--- src/sv/srfp_pkg.sv ---
`default_nettype none

package srfp_pkg;

    localparam logic [7:0] CH_START = 8'h40;
    localparam logic [7:0] CH_PLUS  = 8'h2B;
    localparam logic [7:0] CH_MINUS = 8'h2D;
    localparam logic [7:0] CH_END   = 8'h23;
    localparam logic [7:0] CH_ZERO  = 8'h30;
    localparam logic [7:0] CH_NINE  = 8'h39;

    localparam int DIGITS = 4;

    localparam logic [1:0] SIGN_NONE  = 2'd0;
    localparam logic [1:0] SIGN_PLUS  = 2'd1;
    localparam logic [1:0] SIGN_MINUS = 2'd2;

    // Accepted characters after the start byte that a terminator needs.
    localparam logic [2:0] POS_END_MIN = 3'd3;
    localparam logic [2:0] POS_END_MAX = 3'd4;
    localparam logic [2:0] POS_DIGIT_MAX = 3'd3;

    typedef enum logic [1:0] {
        MODE_IDLE  = 2'b01,
        MODE_FRAME = 2'b10
    } t_mode;

    typedef struct packed {
        t_mode                  mode;
        logic [2:0]             pos;
        logic [1:0]             sign;
        logic [DIGITS-1:0][3:0] digits;
    } t_state;

    typedef struct packed {
        logic                   frame_done;
        logic [1:0]             sign_code;
        logic [2:0]             digit_count;
        logic [DIGITS-1:0][3:0] digits;
    } t_result;

    localparam t_state STATE_RESET = '{
        mode:   MODE_IDLE,
        pos:    3'd0,
        sign:   SIGN_NONE,
        digits: '0
    };

endpackage

`default_nettype wire

--- src/sv/signed_reading_frame_parser.sv ---
// Signed reading frame parser.
// Input channel: one received byte per transfer on i_rx_byte, i_valid/o_stall.
// Output channel: one result per byte on the o_* fields, o_valid/i_stall.
// Frames: '@', an optional '+' or '-', 3-4 digits (2-3 after a sign), '#'.
// A result with o_frame_done high carries the sign code, the digit count and
// the digits in BCD; every other byte gives an all-zero result.
// Pipeline: a taken byte is registered in the input stage, parsed against
// the frame state and written to the result buffer, from which its result
// transfers on the output channel.
// Throughput: one byte per cycle while the result buffer is not full; the
// parse is a single compare-and-update step on the frame state register.
// Stall: a two-entry result buffer lets the input keep flowing after i_stall
// rises; once it is full and a byte waits, o_stall holds the input side.
// Reset (synchronous, active low): frame state goes idle with cleared sign
// and digits, both stages empty, no result shown and o_stall low.
`default_nettype none

module signed_reading_frame_parser (
    input  var logic       i_clk,
    input  var logic       i_rst_n,
    input  var logic       i_valid,
    output logic           o_stall,
    input  var logic [7:0] i_rx_byte,
    output logic           o_valid,
    input  var logic       i_stall,
    output logic           o_frame_done,
    output logic [1:0]     o_sign_code,
    output logic [2:0]     o_digit_count,
    output logic [3:0]     o_digit_first,
    output logic [3:0]     o_digit_second,
    output logic [3:0]     o_digit_third,
    output logic [3:0]     o_digit_fourth
);
    import srfp_pkg::*;

    logic       r_in_valid;
    logic [7:0] r_in_byte;
    t_state     r_state;
    t_state     n_state;
    t_result    step_result;
    t_result    out_data;
    logic       buf_full;
    logic       advance;
    logic       in_take;

    assign advance = r_in_valid && !buf_full;
    assign o_stall = r_in_valid && buf_full;
    assign in_take = i_valid && !o_stall;

    always_ff @(posedge i_clk) begin
        if (!i_rst_n) begin
            r_in_valid <= 1'b0;
        end else if (in_take) begin
            r_in_valid <= 1'b1;
        end else if (advance) begin
            r_in_valid <= 1'b0;
        end
    end

    always_ff @(posedge i_clk) begin
        if (in_take) begin
            r_in_byte <= i_rx_byte;
        end
    end

    srfp_step u_step (
        .i_state  (r_state),
        .i_byte   (r_in_byte),
        .o_state  (n_state),
        .o_result (step_result)
    );

    // Advance the frame state only when the byte moves into the result buffer.
    always_ff @(posedge i_clk) begin
        if (!i_rst_n) begin
            r_state <= STATE_RESET;
        end else if (advance) begin
            r_state <= n_state;
        end
    end

    srfp_outbuf u_outbuf (
        .i_clk   (i_clk),
        .i_rst_n (i_rst_n),
        .i_push  (advance),
        .i_data  (step_result),
        .o_full  (buf_full),
        .o_valid (o_valid),
        .i_stall (i_stall),
        .o_data  (out_data)
    );

    assign o_frame_done   = out_data.frame_done;
    assign o_sign_code    = out_data.sign_code;
    assign o_digit_count  = out_data.digit_count;
    assign o_digit_first  = out_data.digits[0];
    assign o_digit_second = out_data.digits[1];
    assign o_digit_third  = out_data.digits[2];
    assign o_digit_fourth = out_data.digits[3];

endmodule

`default_nettype wire

--- src/sv/srfp_step.sv ---
`default_nettype none

module srfp_step (
    input  var srfp_pkg::t_state  i_state,
    input  var logic [7:0]        i_byte,
    output srfp_pkg::t_state      o_state,
    output srfp_pkg::t_result     o_result
);
    import srfp_pkg::*;

    logic       has_sign;
    logic [1:0] digit_idx;

    assign has_sign  = (i_state.sign != SIGN_NONE);
    assign digit_idx = i_state.pos[1:0] - {1'b0, has_sign};

    always_comb begin
        o_state  = i_state;
        o_result = '0;
        case (i_state.mode)
            MODE_IDLE: begin
                if (i_byte == CH_START) begin
                    o_state.mode   = MODE_FRAME;
                    o_state.pos    = 3'd0;
                    o_state.sign   = SIGN_NONE;
                    o_state.digits = '0;
                end
            end
            MODE_FRAME: begin
                case (i_byte) inside
                    CH_PLUS, CH_MINUS: begin
                        if (i_state.pos == 3'd0) begin
                            o_state.sign = (i_byte == CH_PLUS) ? SIGN_PLUS : SIGN_MINUS;
                            o_state.pos  = 3'd1;
                        end else begin
                            o_state.mode = MODE_IDLE;
                            o_state.pos  = 3'd0;
                        end
                    end
                    [CH_ZERO:CH_NINE]: begin
                        if (i_state.pos <= POS_DIGIT_MAX) begin
                            // ASCII digits carry their BCD value in the low nibble
                            o_state.digits[digit_idx] = i_byte[3:0];
                            o_state.pos = i_state.pos + 3'd1;
                        end else begin
                            o_state.mode = MODE_IDLE;
                            o_state.pos  = 3'd0;
                        end
                    end
                    CH_END: begin
                        if (i_state.pos == POS_END_MIN || i_state.pos == POS_END_MAX) begin
                            o_result.frame_done  = 1'b1;
                            o_result.sign_code   = i_state.sign;
                            o_result.digit_count = i_state.pos - {2'b00, has_sign};
                            o_result.digits      = i_state.digits;
                        end
                        o_state.mode = MODE_IDLE;
                        o_state.pos  = 3'd0;
                    end
                    default: begin
                        // drop the frame
                        o_state.mode = MODE_IDLE;
                        o_state.pos  = 3'd0;
                    end
                endcase
            end
            default: begin
                o_state = STATE_RESET;
            end
        endcase
    end

endmodule

`default_nettype wire

--- src/sv/srfp_outbuf.sv ---
`default_nettype none

module srfp_outbuf (
    input  var logic              i_clk,
    input  var logic              i_rst_n,
    input  var logic              i_push,
    input  var srfp_pkg::t_result i_data,
    output logic                  o_full,
    output logic                  o_valid,
    input  var logic              i_stall,
    output srfp_pkg::t_result     o_data
);
    import srfp_pkg::*;

    logic [1:0] r_count;
    logic [1:0] n_count;
    t_result    r_head;
    t_result    r_skid;
    logic       pop;

    assign o_valid = (r_count != 2'd0);
    assign o_full  = (r_count == 2'd2);
    assign o_data  = r_head;
    assign pop     = o_valid && !i_stall;

    always_comb begin
        n_count = r_count;
        if (i_push && !pop) begin
            n_count = r_count + 2'd1;
        end else if (pop && !i_push) begin
            n_count = r_count - 2'd1;
        end
    end

    always_ff @(posedge i_clk) begin
        if (!i_rst_n) begin
            r_count <= 2'd0;
        end else begin
            r_count <= n_count;
        end
    end

    always_ff @(posedge i_clk) begin
        if (pop) begin
            if (r_count == 2'd2) begin
                r_head <= r_skid;
            end else if (i_push) begin
                r_head <= i_data;
            end
        end else if (i_push) begin
            if (r_count == 2'd0) begin
                r_head <= i_data;
            end else begin
                r_skid <= i_data;
            end
        end
    end

endmodule

`default_nettype wire

--- config.mk ---
export PLATFORM = sky130hd
export DESIGN_NAME = signed_reading_frame_parser
export DESIGN_NICKNAME = d
export VERILOG_FILES = /design/src/sv/srfp_pkg.sv /design/src/sv/signed_reading_frame_parser.sv /design/src/sv/srfp_step.sv /design/src/sv/srfp_outbuf.sv
export SDC_FILE = /design/constraint.sdc
export NUM_CORES = 1
export LEC_CHECK = 0
export ABC_CLOCK_PERIOD_IN_PS = 2550
export BUFFER_PORTS_ARGS = -buffer_cell sky130_fd_sc_hd__buf_2
export CAP_MARGIN = 30
export CORE_ASPECT_RATIO = 1.1
export CORE_MARGIN = 2
export CORE_UTILIZATION = 40
export CTS_CLUSTER_DIAMETER = 80
export DETAILED_ROUTE_END_ITERATION = 12
export PLACE_DENSITY = 0.57
export SLEW_MARGIN = 10
export SYNTH_ARGS = -nofsm -noshare
export SYNTH_HDL_FRONTEND = slang
export SYNTH_SLANG_ARGS = --single-unit
--- constraint.sdc ---
create_clock -name i_clk -period 2.55 [get_ports i_clk]
set_input_delay 0.1275 -clock i_clk [delete_from_list [all_inputs] [get_ports i_clk]]
set_output_delay 0.1275 -clock i_clk [all_outputs]
set_load 0.005 [all_outputs]
After elaboration in Yosys (flattened, before gate mapping):

Cells that the tools add are included.

* add/sub/neg operators: 5
* $lt $le $gt $ge: 5
* eq/ne operators: 17
* muxes and demuxes: 31
* bitwise operators: 2
* reduce and logical (&&, ||, !) cells: 30

Operators with widths (number)
* 22-bit two-way mux: 10
* 16-bit two-way mux: 3
* 23-bit one-hot mux with 2 select lines: 1
* 8-bit by 6-bit equality test with 1-bit output, second input constant: 3
* 23-bit two-way mux: 1
* 16-bit bitwise mux: 1
* 2-bit two-way mux: 7
* 2-bit nonzero test: 7
* 5-bit two-way mux: 2
* 2-bit by 1-bit != test with 1-bit output, second input constant: 5
* 4-bit demux with 2-bit select: 1
* 8-bit by 7-bit equality test with 1-bit output, second input constant: 1
* 8-bit by 6-bit >= comparator with 1-bit output, second input constant: 1
* 8-bit by 6-bit less-or-equal comparator with 1-bit output, second input constant: 1
* 1-bit logical AND: 8
* 4-bit AND reduction: 2
* 3-bit AND reduction: 2
* 1-bit zero test: 5
* 5-bit AND reduction: 1
* 2-bit equality test, second input constant: 2
* 4-bit two-way mux: 1
* 4-bit != test, second input constant: 1
* 3-bit by 1-bit adder with 3-bit output, second input constant: 1
* 3-bit by 2-bit equality test with 1-bit output, second input constant: 1
* other kinds (19): 22

* register bits: 78
* input port bits: 12
* output and inout port bits: 24

Longest topological paths before layout:

Gate-level depths: netlist of run 1.

* word-level depth: 11
* depth in mapped cells: 9
* gate-level depth less buffers: 8

Hierarchy:

Synthesis of run 1 repeated with hierarchy kept, for this count alone.

* cell total of the unflattened synthesis: 321
* area total of the unflattened synthesis: 3953.8 µm²

Modules (own cells, without submodules)
* srfp_outbuf: times used 1, cells each 86, area an instance 1835.5 µm²
* signed_reading_frame_parser: times used 1, cells each 113, area an instance 1238.7 µm²
* srfp_step: times used 1, cells each 122, area an instance 879.6 µm²

Worst setup path before layout of run 1:

OpenSTA, ideal clock, no wires.

* path type: register -> register
* from: reg u_outbuf.r_count[0]
* to: reg u_outbuf.r_head (netlist bit u_outbuf.o_data[0]) (enable)
* library setup time: 0.378 ns
* arrival time: 1.700 ns
* data required time: 2.172 ns
* slack: 0.473 ns
* stages on the path, launching flop included: 5
* clock period less this slack: 2.077 ns
* path through: dfxtp_1 -> nand2b_1 -> nor2_1 -> clkbuf_1 -> a21o_1

* longest elaborated chain between the ends: 5
* elaborated cells on any way between the ends: 10

Ends and longest elaborated chain
* start: declaration: RTL line srfp_outbuf.sv:15 `logic [1:0] r_count;`
* start signal: assignment: RTL line srfp_outbuf.sv:39 `r_count <= n_count;`
* 2-bit equality test: RTL line srfp_outbuf.sv:22, srfp_outbuf.sv:45
* 1-bit zero test: RTL line signed_reading_frame_parser.sv:46 `assign advance = r_in_valid && !buf_full;`
* 1-bit logical AND: RTL line signed_reading_frame_parser.sv:46
* 2-bit nonzero test (no line)
* 3-bit AND reduction (no line) *
* end signal: assignment: RTL line srfp_outbuf.sv:46 `r_head <= r_skid;`
* end signal: assignment: RTL line srfp_outbuf.sv:48 `r_head <= i_data;`
* end signal: assignment: RTL line srfp_outbuf.sv:52 `r_head <= i_data;`
* end: declaration: RTL line srfp_outbuf.sv:17 `t_result r_head;`

Mark *: on every way between the ends. The rest lies on a longest branch, timed or not.
A chain may end at the register's enable or synchronous reset.

Worst setup path after layout of run 1:

* from: reg r_in_byte[1]
* to: reg r_state[21] in the netlist's numbering

* longest elaborated chain between the ends: 5
* elaborated cells on any way between the ends: 14

Ends and longest elaborated chain
* start: declaration: RTL line signed_reading_frame_parser.sv:37 `logic [7:0] r_in_byte;`
* start signal: assignment: RTL line signed_reading_frame_parser.sv:62 `r_in_byte <= i_rx_byte;`
* 8-bit by 6-bit >= comparator with 1-bit output (no line) or 8-bit by 6-bit less-or-equal comparator with 1-bit output (tied branches)
* 1-bit logical AND (no line)
* 5-bit two-way mux (2 in a row): RTL line srfp_step.sv:30 `case (i_byte) inside`
* 23-bit one-hot mux with 2 select lines: RTL line srfp_step.sv:20 `case (i_state.mode)`
* end signal: assignment: RTL line signed_reading_frame_parser.sv:78 `r_state <= n_state;`
* end: declaration: RTL line signed_reading_frame_parser.sv:38 `t_state r_state;`

Parallel ways exist; a longest one is shown, timed or not.

==> results.cfg, run 1 <==
[clock_network]
cts-buffers-inserted = 9
cts-htree-levels = 3
clock_path_buffers = 2
ctsResizeCount = 0
cts_tree = done
clkSinkCount = 78
clockRootBuffer = clkbuf_8
clk_pin_slew_ns = 0.08
clkLatencyLatePin_ns = 0.35

[synth]
synth_nets = 283
yosysMostFrequentCell = edfxtp_1
synth_cell_types = 44
synth.avg_cell_area_um2 = 12.7
synth_edf_count = 52
ys.flop_type = edfxtp_1
yosys_warnings = 0
yosysTopAreaCell = edfxtp_1
yosysSeqAreaShare_pct = 62.3
synth-seq-cells = 78
synth_top_area_share_pct = 46.8
syn_area_um2 = 3340
netlist_instances = 263
yosys-top-cells-count = edfxtp_1, nand2_1, dfxtp_1
synth_area_leaders = edfxtp_1, dfxtp_1, mux2_2
async_reset_ff_share_pct = 0

[power_and_ir_drop]
irDropWorstVdd_uv = 278
powerDensity_nw_per_um2 = 714
power_leakage_nw = 1.49

[critical_path]
worst-r2r-setup-slack_ns = 0.36
crit_type = flop to flop
start_kind = flop
required_ns = 2.80
cp_slowest_cell = or4b_4
rr_worst_depth = 5
slowest_delay_ns = 0.58
crit_path_end_kind = flop
crit_family = simple AND/OR/NAND/NOR gates
cp.arrival_ns = 2.44
crit_chain = or4b_4 -> o31ai_4 -> nand2_2 -> a21oi_1 -> mux2_2
critical_path.max_fanout = 8
critPathBufInv = 0
rr_endpoint = r_state[21]$_SDFFE_PN1P_
r2r_start = r_in_byte[1]$_DFFE_PP_

[sta]
finalHoldViolations = 0
skew_ns = 0.00935
worstMarginPinSlew_ns = 0.631
report.final.slew_viol_count = 0
holdWs_ns = 0.131
rsz0062_at_grt = false
relSlewSlack_pct = 57.8
fmax_mhz = 456
fin_crit_ns = 2.19
setup_tns_ns = 0
setup_viol_count_final = 0
fin_crit_sh_pct = 86.0

[floorplanning]
fp.dieH_um = 99.8
coreArea_um2 = 8000
die_area_um2 = 9100
die_x_um = 91.1
initial_core_util_pct = 41.8
num_io_pins = 36
row_count = 34

[place]
finalWeightedCongestion = 0.903
placed_cell_area_um2 = 3660
io_buffer_count = 35
dp_hpwl_um = 4100

[status]
status = finished, final reports clean

[global_route]
overflow = 0
grt_max_degree = 27
grt_pass1_wl_um = 9910
grt_pass1_vias = 2073
antenna_found_initial = 0
grt_usage_pct = 14.0

[final_layout]
synthToLayoutAreaGrowth_pct = 18.0
nNetsFinal = 337
fill_cells = 747
diodes = 0
drive_gt1_share_pct = 26.1
post-route-util_pct = 49.3
final_area_um2 = 3940

[route]
drt-total-wl_um = 5850
ant_nets = 0
first_iter_violations = 65
routedWlPerCell_um = 13.6
vias_per_cell = 4.84
drc_errors = 0
num_vias = 2081
dr.pass1.iters = 4

[min_path]
min_path_cells = 3
hp-class = input pin to flop
holdPathEnd = r_state[17]$_SDFFE_PN0P_
hp-start = i_rst_n

[job]
max-cap-violations = 0
-- final cells by class --
type                    count  area [um2]  share of cell area, %
clock buffers              10         128                   3.24
well taps                 108         135                   3.43
flip-flops and latches     78        2080                   52.8
multi-input cells         171        1200                   30.5
clock inverters             6        62.6                   1.59
inverters                   8        30.0                  0.762
repair buffers             49         303                   7.68
-- state kept, by name, summed over array words and instances, names as in the netlist --
| register | cells |
|---|---|
| u_outbuf.r_count | 2 |
| r_state | 23 |
| u_outbuf.o_data | 22 |
| r_in_valid | 1 |
| u_outbuf.r_skid | 22 |
| r_in_byte | 8 |
-- kinds of logic (layout without fill, tap and decap cells) --
logic type / count (synthesis) / count (layout) / synth area share [%]
multiplexers: 25 / 25 / 8.24
AND/OR/NAND/NOR: 97 / 97 / 15.6
XOR/XNOR: 4 / 4 / 1.05
adder cells (fa/ha/maj): 8 / 8 / 3.00
buffers and inverters: 14 / 73 / 1.76
AO/OA/AOI/OAI: 37 / 37 / 8.02
flip-flops: 78 / 78 / 62.3
-- through the flow --
step / setup WS (ns) / total power [mW] / std cells
after floorplan: 0.473 / 1.79 / 263
after global placement: 0.396 / 1.93 / 405
after detailed placement: 0.368 / 1.94 / 405
after CTS: 0.354 / 2.85 / 430
after global routing: 0.143 / 2.95 / 430
final: 0.357 / 2.81 / 430
-- worst register-to-register path: stages, from the launching register on --
cell and delay, ns:
edfxtp_1 0.48, or4b_4 0.58, o31ai_4 0.27, nand2_2 0.17, a21oi_1 0.23, mux2_2 0.36
-- worst max-delay path by stage --
stage	from	end	slack, ns	cells past startpoint
after CTS	r_in_byte[1]$_DFFE_PP_	r_state[21]$_SDFFE_PN1P_	0.35	5
final	r_in_byte[1]$_DFFE_PP_	r_state[21]$_SDFFE_PN1P_	0.36	5
after global routing	r_in_byte[7]$_DFFE_PP_	r_state[2]$_SDFFE_PN0P_	0.14	5
after global placement	r_in_byte[1]$_DFFE_PP_	r_state[0]$_SDFFE_PN0P_	0.40	5
after detailed placement	r_in_byte[1]$_DFFE_PP_	r_state[21]$_SDFFE_PN1P_	0.37	5
after floorplan	u_outbuf.r_count[0]$_SDFFE_PN0P_	u_outbuf.o_data[0]$_DFFE_PP_	0.47	4
-- power breakdown --
group / total (mW) / switching [mW] / internal [mW] / leakage [nW]
registers: 1.54 / 0.0458 / 1.49 / 0.723
clock network: 0.900 / 0.451 / 0.449 / 0.0883
logic: 0.378 / 0.199 / 0.179 / 0.674
total: 2.81 / 0.696 / 2.12 / 1.49
-- per-layer routing --
| metal | GRT usage [%] | vias to the layer above | part of all wire [%] |
|---|---|---|---|
| met5 | 0 | - | 0 |
| met3 | 2.93 | 13 | 3.4 |
| met1 | 17.5 | 963 | 48 |
| li1 | - | 1068 | - |
| met2 | 22.8 | 37 | 47 |
| met4 | 7.93 | 0 | 2.5 |
-- timing repair --
| item | 4_1_cts | 5_1_grt |
|---|---|---|
| hold buffers | 9 | 0 |
| endpoints found under the hold margin | 9 | 0 |
| setup buffers | 0 | 0 |
-- placed cells by master (no fill, tap or decap), drive strengths merged, types with 4 or more instances in the layout --
cell         synthesis  layout
a21oi                5       5
and2                21      21
buf                  3      40
clkbuf               3      10
dfxtp               26      26
dlygate4sd3          0       9
edfxtp              52      52
ha                   8       8
inv                  7       7
mux2                20      20
mux2i                5       5
nand2               30      30
nand2b               4       4
nand3                8       8
nor2                12      12
nor2b                5       5
o21ai               14      14
o2bb2ai              4       4
(Power assumes the default switching activity.)
==> inputs of run 2 (changes only) <==
--- a/config.mk
+++ b/config.mk
@@ -9,12 +9,12 @@
 export BUFFER_PORTS_ARGS = -buffer_cell sky130_fd_sc_hd__buf_2
 export CAP_MARGIN = 30
 export CORE_ASPECT_RATIO = 1.1
-export CORE_MARGIN = 2
 export CORE_UTILIZATION = 40
 export CTS_CLUSTER_DIAMETER = 80
 export DETAILED_ROUTE_END_ITERATION = 12
-export PLACE_DENSITY = 0.57
+export PLACE_DENSITY = 0.56
 export SLEW_MARGIN = 10
 export SYNTH_ARGS = -nofsm -noshare
 export SYNTH_HDL_FRONTEND = slang
+export SYNTH_HIERARCHICAL = 1
 export SYNTH_SLANG_ARGS = --single-unit
==> run 2 against run 1 <==
Net effect:
- setup slack worse by 0.035 ns
- non-clock buffer count up 2
- total power up 19%
- utilization down 2.0 points
- sequential share of layout area down 6.4 points
- area after synthesis up 18%
- flip-flop and latch count unchanged
- highest routed layer unchanged
==> results.cfg, run 2 <==
[route]
ant_nets = 0
first_iter_violations = 127
drt-total-wl_um = 7370
dr.pass1.iters = 4
vias_per_cell = 5.15
routedWlPerCell_um = 15.1
num_vias = 2514
drc_errors = 0

[place]
io_buffer_count = 35
dp_hpwl_um = 4840
finalWeightedCongestion = 0.894

[critical_path]
rr_endpoint = r_state[16]$_SDFFE_PN0P_
r2r_start = r_state[18]$_SDFFE_PN0P_
cp.arrival_ns = 2.46
crit_type = flop to flop
critical_path.max_fanout = 6
worst-r2r-setup-slack_ns = 0.32
crit_path_end_kind = flop
crit_start = r_state[18]$_SDFFE_PN0P_
start_kind = flop
crit_end = r_state[16]$_SDFFE_PN0P_
required_ns = 2.78
rr_worst_depth = 8

[global_route]
overflow = 0
grt_pass1_wl_um = 12400
antenna_found_initial = 0
grt_usage_pct = 15.4
grt_pass1_vias = 2551
grt_max_degree = 49

[synth]
netlist_instances = 321
yosysSeqAreaShare_pct = 52.7
synth_cell_types = 53
async_reset_ff_share_pct = 0
syn_area_um2 = 3950
synth_top_area_share_pct = 39.5
yosys_warnings = 6
synth_edf_count = 52
synth_area_leaders = edfxtp_1, dfxtp_1, mux2_4
synth-seq-cells = 78
yosys-top-cells-count = edfxtp_1, nand2_1, dfxtp_1
yosysMostFrequentCell = edfxtp_1
synth_nets = 341
yosysTopAreaCell = edfxtp_1
ys.flop_type = edfxtp_1
synth.avg_cell_area_um2 = 12.3

[final_layout]
nNetsFinal = 387
post-route-util_pct = 47.3
drive_gt1_share_pct = 24.5
final_common_cell = edfxtp_1
largest_reg_flops = 23
diodes = 0
synthToLayoutAreaGrowth_pct = 13.5
most-common-layout-cells = edfxtp_1, nand2_1, buf_2
largest_register = r_state

[floorplanning]
die_x_um = 96.8
num_io_pins = 36
coreArea_um2 = 9490
fp.dieH_um = 106
initial_core_util_pct = 41.7
die_area_um2 = 10300
row_count = 37

[clock_network]
clock_path_buffers = 2
cts-buffers-inserted = 9
cts-htree-levels = 3
clkSinkCount = 78
post_cts_buffers = 0
clk_pin_slew_ns = 0.08
clockRootBuffer = clkbuf_8
ctsResizeCount = 0
cts_tree = done
clkLatencyLatePin_ns = 0.35

[sta]
fin_crit_sh_pct = 87.3
skew_ns = 0.00765
worstMarginPinSlew_ns = 0.774
fin_crit_ns = 2.23
finalHoldViolations = 0
report.final.slew_viol_count = 0
setup_tns_ns = 0
rsz0062_at_grt = false
setup_viol_count_final = 0
relSlewSlack_pct = 48.4
fmax_mhz = 449

[power_and_ir_drop]
power_leakage_nw = 1.71
powerDensity_nw_per_um2 = 749
irDropWorstVdd_uv = 312

[status]
status = finished, final reports clean

[min_path]
hp-class = input pin to flop

[job]
max-cap-violations = 0
## run 2: worst min path at each step
stage	from	end	slack, ns	cells past startpoint
2_1_floorplan	i_rx_byte[0]	r_in_byte[0]$_DFFE_PP_	0.23	0
3_3_place_gp	i_rx_byte[1]	r_in_byte[1]$_DFFE_PP_	0.30	1
3_5_place_dp	i_rx_byte[1]	r_in_byte[1]$_DFFE_PP_	0.31	1
4_1_cts	i_rst_n	r_state[21]$_SDFFE_PN1P_	0.34	2
5_1_grt	i_rst_n	r_state[21]$_SDFFE_PN1P_	0.41	2
6_report	i_rst_n	r_state[21]$_SDFFE_PN1P_	0.34	2
## run 2: layout make-up
cell class	count	area [um2]
clock buffers	9	124
multi-input cells	218	1690
fillers	866	5000
flip-flops and latches	78	2080
clock inverters	6	86.3
well taps	117	146
repair buffers	51	330
inverters	9	33.8
## run 2: critical path, stage by stage (launching register included)
cell and delay (ns):
dfxtp_1 0.37, inv_1 0.12, ha_1 0.18, or4b_4 0.48
nor3_2 0.37, o22ai_1 0.19, a22o_1 0.27, nand2_1 0.06
mux2i_1 0.08
## run 2: stage by stage
step | setup slack, ns | cells | area [um2] | power, mW | hold slack (ns)
detailed placement | 0.349 | 464 | 4190 | 2.40 | 0.306
finish | 0.323 | 488 | 4490 | 3.36 | 0.336
CTS | 0.323 | 488 | 4490 | 3.41 | 0.345
floorplan | 0.0547 | 321 | 3950 | 2.17 | 0.226
global placement | 0.365 | 464 | 4190 | 2.37 | 0.304
global route | 0.199 | 488 | 4490 | 3.53 | 0.407
## run 2: metal layers
metal / routed length [um] / vias to the layer above / share of wire (%) / GRT usage (%)
li1: - / 1267 / - / -
met4: 118 / 0 / 1.6 / 7.57
met2: 3610 / 53 / 49 / 26.2
met3: 247 / 9 / 3.4 / 3.55
met1: 3400 / 1185 / 46 / 18.4
met5: 0 / - / 0 / 0
## run 2: cell families after synthesis
logic type	synth area share, %
AO/OA/AOI/OAI	8.96
XOR/XNOR	0.886
adder cells (fa/ha/maj)	2.53
buffers and inverters	4.84
flip-flops	52.7
multiplexers	14.0
AND/OR/NAND/NOR	16.1
## run 2: power by group
| group | switching (mW) | internal (mW) | leakage [nW] |
|---|---|---|---|
| Combinational | 0.376 | 0.321 | 0.883 |
| Clock | 0.455 | 0.546 | 0.105 |
| Sequential | 0.0742 | 1.59 | 0.721 |
| Total | 0.905 | 2.46 | 1.71 |
## run 2: timing repair
| action | 4_1_cts | 5_1_grt |
|---|---|---|
| endpoints found under the setup margin | 0 | 0 |
| hold buffers | 9 | 0 |
| hold endpoints to repair | 9 | 0 |
==> inputs of run 3 (changes only) <==
--- a/config.mk
+++ b/config.mk
@@ -9,10 +9,10 @@
 export BUFFER_PORTS_ARGS = -buffer_cell sky130_fd_sc_hd__buf_2
 export CAP_MARGIN = 30
 export CORE_ASPECT_RATIO = 1.1
-export CORE_UTILIZATION = 40
+export CORE_UTILIZATION = 59
 export CTS_CLUSTER_DIAMETER = 80
 export DETAILED_ROUTE_END_ITERATION = 12
-export PLACE_DENSITY = 0.56
+export PLACE_DENSITY = 0.78
 export SLEW_MARGIN = 10
 export SYNTH_ARGS = -nofsm -noshare
 export SYNTH_HDL_FRONTEND = slang
==> run 3 against run 2 <==
Net effect:
- setup slack worse by 0.0013 ns
- hold slack improved by 0.0076 ns
- first-iteration DRC count up 52%
- clock skew up 0.0013 ns
- clock power fell by 12%
- fmax is essentially flat
- utilization up 23 points
- sequential share of layout area up 0.82 points
- combinational power grew 0.6%
- largest cell class unchanged
==> results.cfg, run 3 (synthesis gave the netlist of run 2 again) <==
[status]
status = finished, final reports clean

[critical_path]
cp.arrival_ns = 2.46
crit_type = flop to flop
start_kind = flop
crit_path_end_kind = flop
required_ns = 2.78
worst-r2r-setup-slack_ns = 0.32
critical_path.max_fanout = 6

[min_path]
hp-class = input pin to flop

[final_layout]
final_area_um2 = 4410
nNetsFinal = 387
largest_reg_flops = 23
largest_register = r_state
final_common_cell = edfxtp_1
most-common-layout-cells = edfxtp_1, nand2_1, buf_2
fin_cells = 452
post-route-util_pct = 70.0
synthToLayoutAreaGrowth_pct = 11.6
drive_gt1_share_pct = 24.2
fill_cells = 473
diodes = 0

[global_route]
overflow = 0
grt_pass1_vias = 2536
grt_max_degree = 49
antenna_found_initial = 0
grt_usage_pct = 22.0
grt_pass1_wl_um = 11500

[place]
placed_cell_area_um2 = 4130
dp.cells = 427
finalWeightedCongestion = 0.892
dp_hpwl_um = 4580
io_buffer_count = 35
pre_cts_slack_ns = 0.380

[clock_network]
cts-buffers-inserted = 9
clkLatencyLatePin_ns = 0.35
post_cts_buffers = 0
clockRootBuffer = clkbuf_8
clk_pin_slew_ns = 0.08
clock_path_buffers = 2
cts-htree-levels = 3
clkSinkCount = 78
cts_tree = done

[power_and_ir_drop]
irDropWorstVdd_uv = 542
power_leakage_nw = 1.69
powerDensity_nw_per_um2 = 736
total_power_mw = 3.25

[sta]
finalHoldViolations = 0
setup_viol_count_final = 0
rsz0062_at_grt = false
setup_tns_ns = 0
timing.final.ws_setup_ns = 0.322
report.final.slew_viol_count = 0
fmax_mhz = 449
fin_crit_ns = 2.23
worstMarginPinSlew_ns = 0.738
fin_crit_sh_pct = 87.4
holdWs_ns = 0.344
skew_ns = 0.00891
relSlewSlack_pct = 50.8

[route]
first_iter_violations = 193
vias_per_cell = 5.67
dr.pass1.iters = 4
drt-total-wl_um = 6840
ant_nets = 0
num_vias = 2564
drc_errors = 0
routedWlPerCell_um = 15.1

[floorplanning]
initial_core_util_pct = 62.7
coreArea_um2 = 6310
die_x_um = 80.1
row_count = 30
num_io_pins = 36
die_area_um2 = 7030
fp.dieH_um = 87.9

[job]
max-cap-violations = 0
run 3: per-layer routing:
layer	up-vias	GRT usage, %	wire [um]
li1	1275	-	-
met1	1207	25.2	2990
met2	60	37.4	3420
met3	22	4.17	251
met4	0	15.1	181
met5	-	0	0
run 3: path summary, 6_finish.rpt:
kind                                               start                  endpoint  cells after the start
worst max-delay path            r_state[18]$_SDFFE_PN0P_  r_state[16]$_SDFFE_PN0P_                      8
worst min-delay path                             i_rst_n  r_state[21]$_SDFFE_PN1P_                      2
worst max register to register  r_state[18]$_SDFFE_PN0P_  r_state[16]$_SDFFE_PN0P_                      8
worst min register to register   r_state[2]$_SDFFE_PN0P_   r_state[2]$_SDFFE_PN0P_                      2
run 3: where the power goes:
part	internal [mW]	switching [mW]	leakage, nW
clock network	0.454	0.430	0.0935
registers	1.59	0.0716	0.721
logic	0.322	0.379	0.880
total	2.37	0.881	1.69
run 3: worst max-delay path, cell delays in order, from the launching register on:
cell,delay (ns)
dfxtp_1,0.37
inv_1,0.12
ha_1,0.19
or4b_4,0.48
nor3_2,0.36
o22ai_1,0.20
a22o_1,0.26
nand2_1,0.06
mux2i_1,0.08
run 3: timing repair:
action / CTS / global route
hold buffers: 9 / 0
gates resized for setup: 0 / 0
hold endpoints to repair: 9 / 0
run 3: area by class of cell:
| type | instances | area (um2) | share of cell area, % |
|---|---|---|---|
| inverter | 9 | 33.8 | 0.766 |
| timing repair buffer | 51 | 318 | 7.20 |
| multi-input combinational | 218 | 1690 | 38.2 |
| tap | 80 | 100 | 2.27 |
| sequential | 78 | 2080 | 47.2 |
| clock inverter | 5 | 60.1 | 1.36 |
| clock buffer | 11 | 131 | 2.98 |
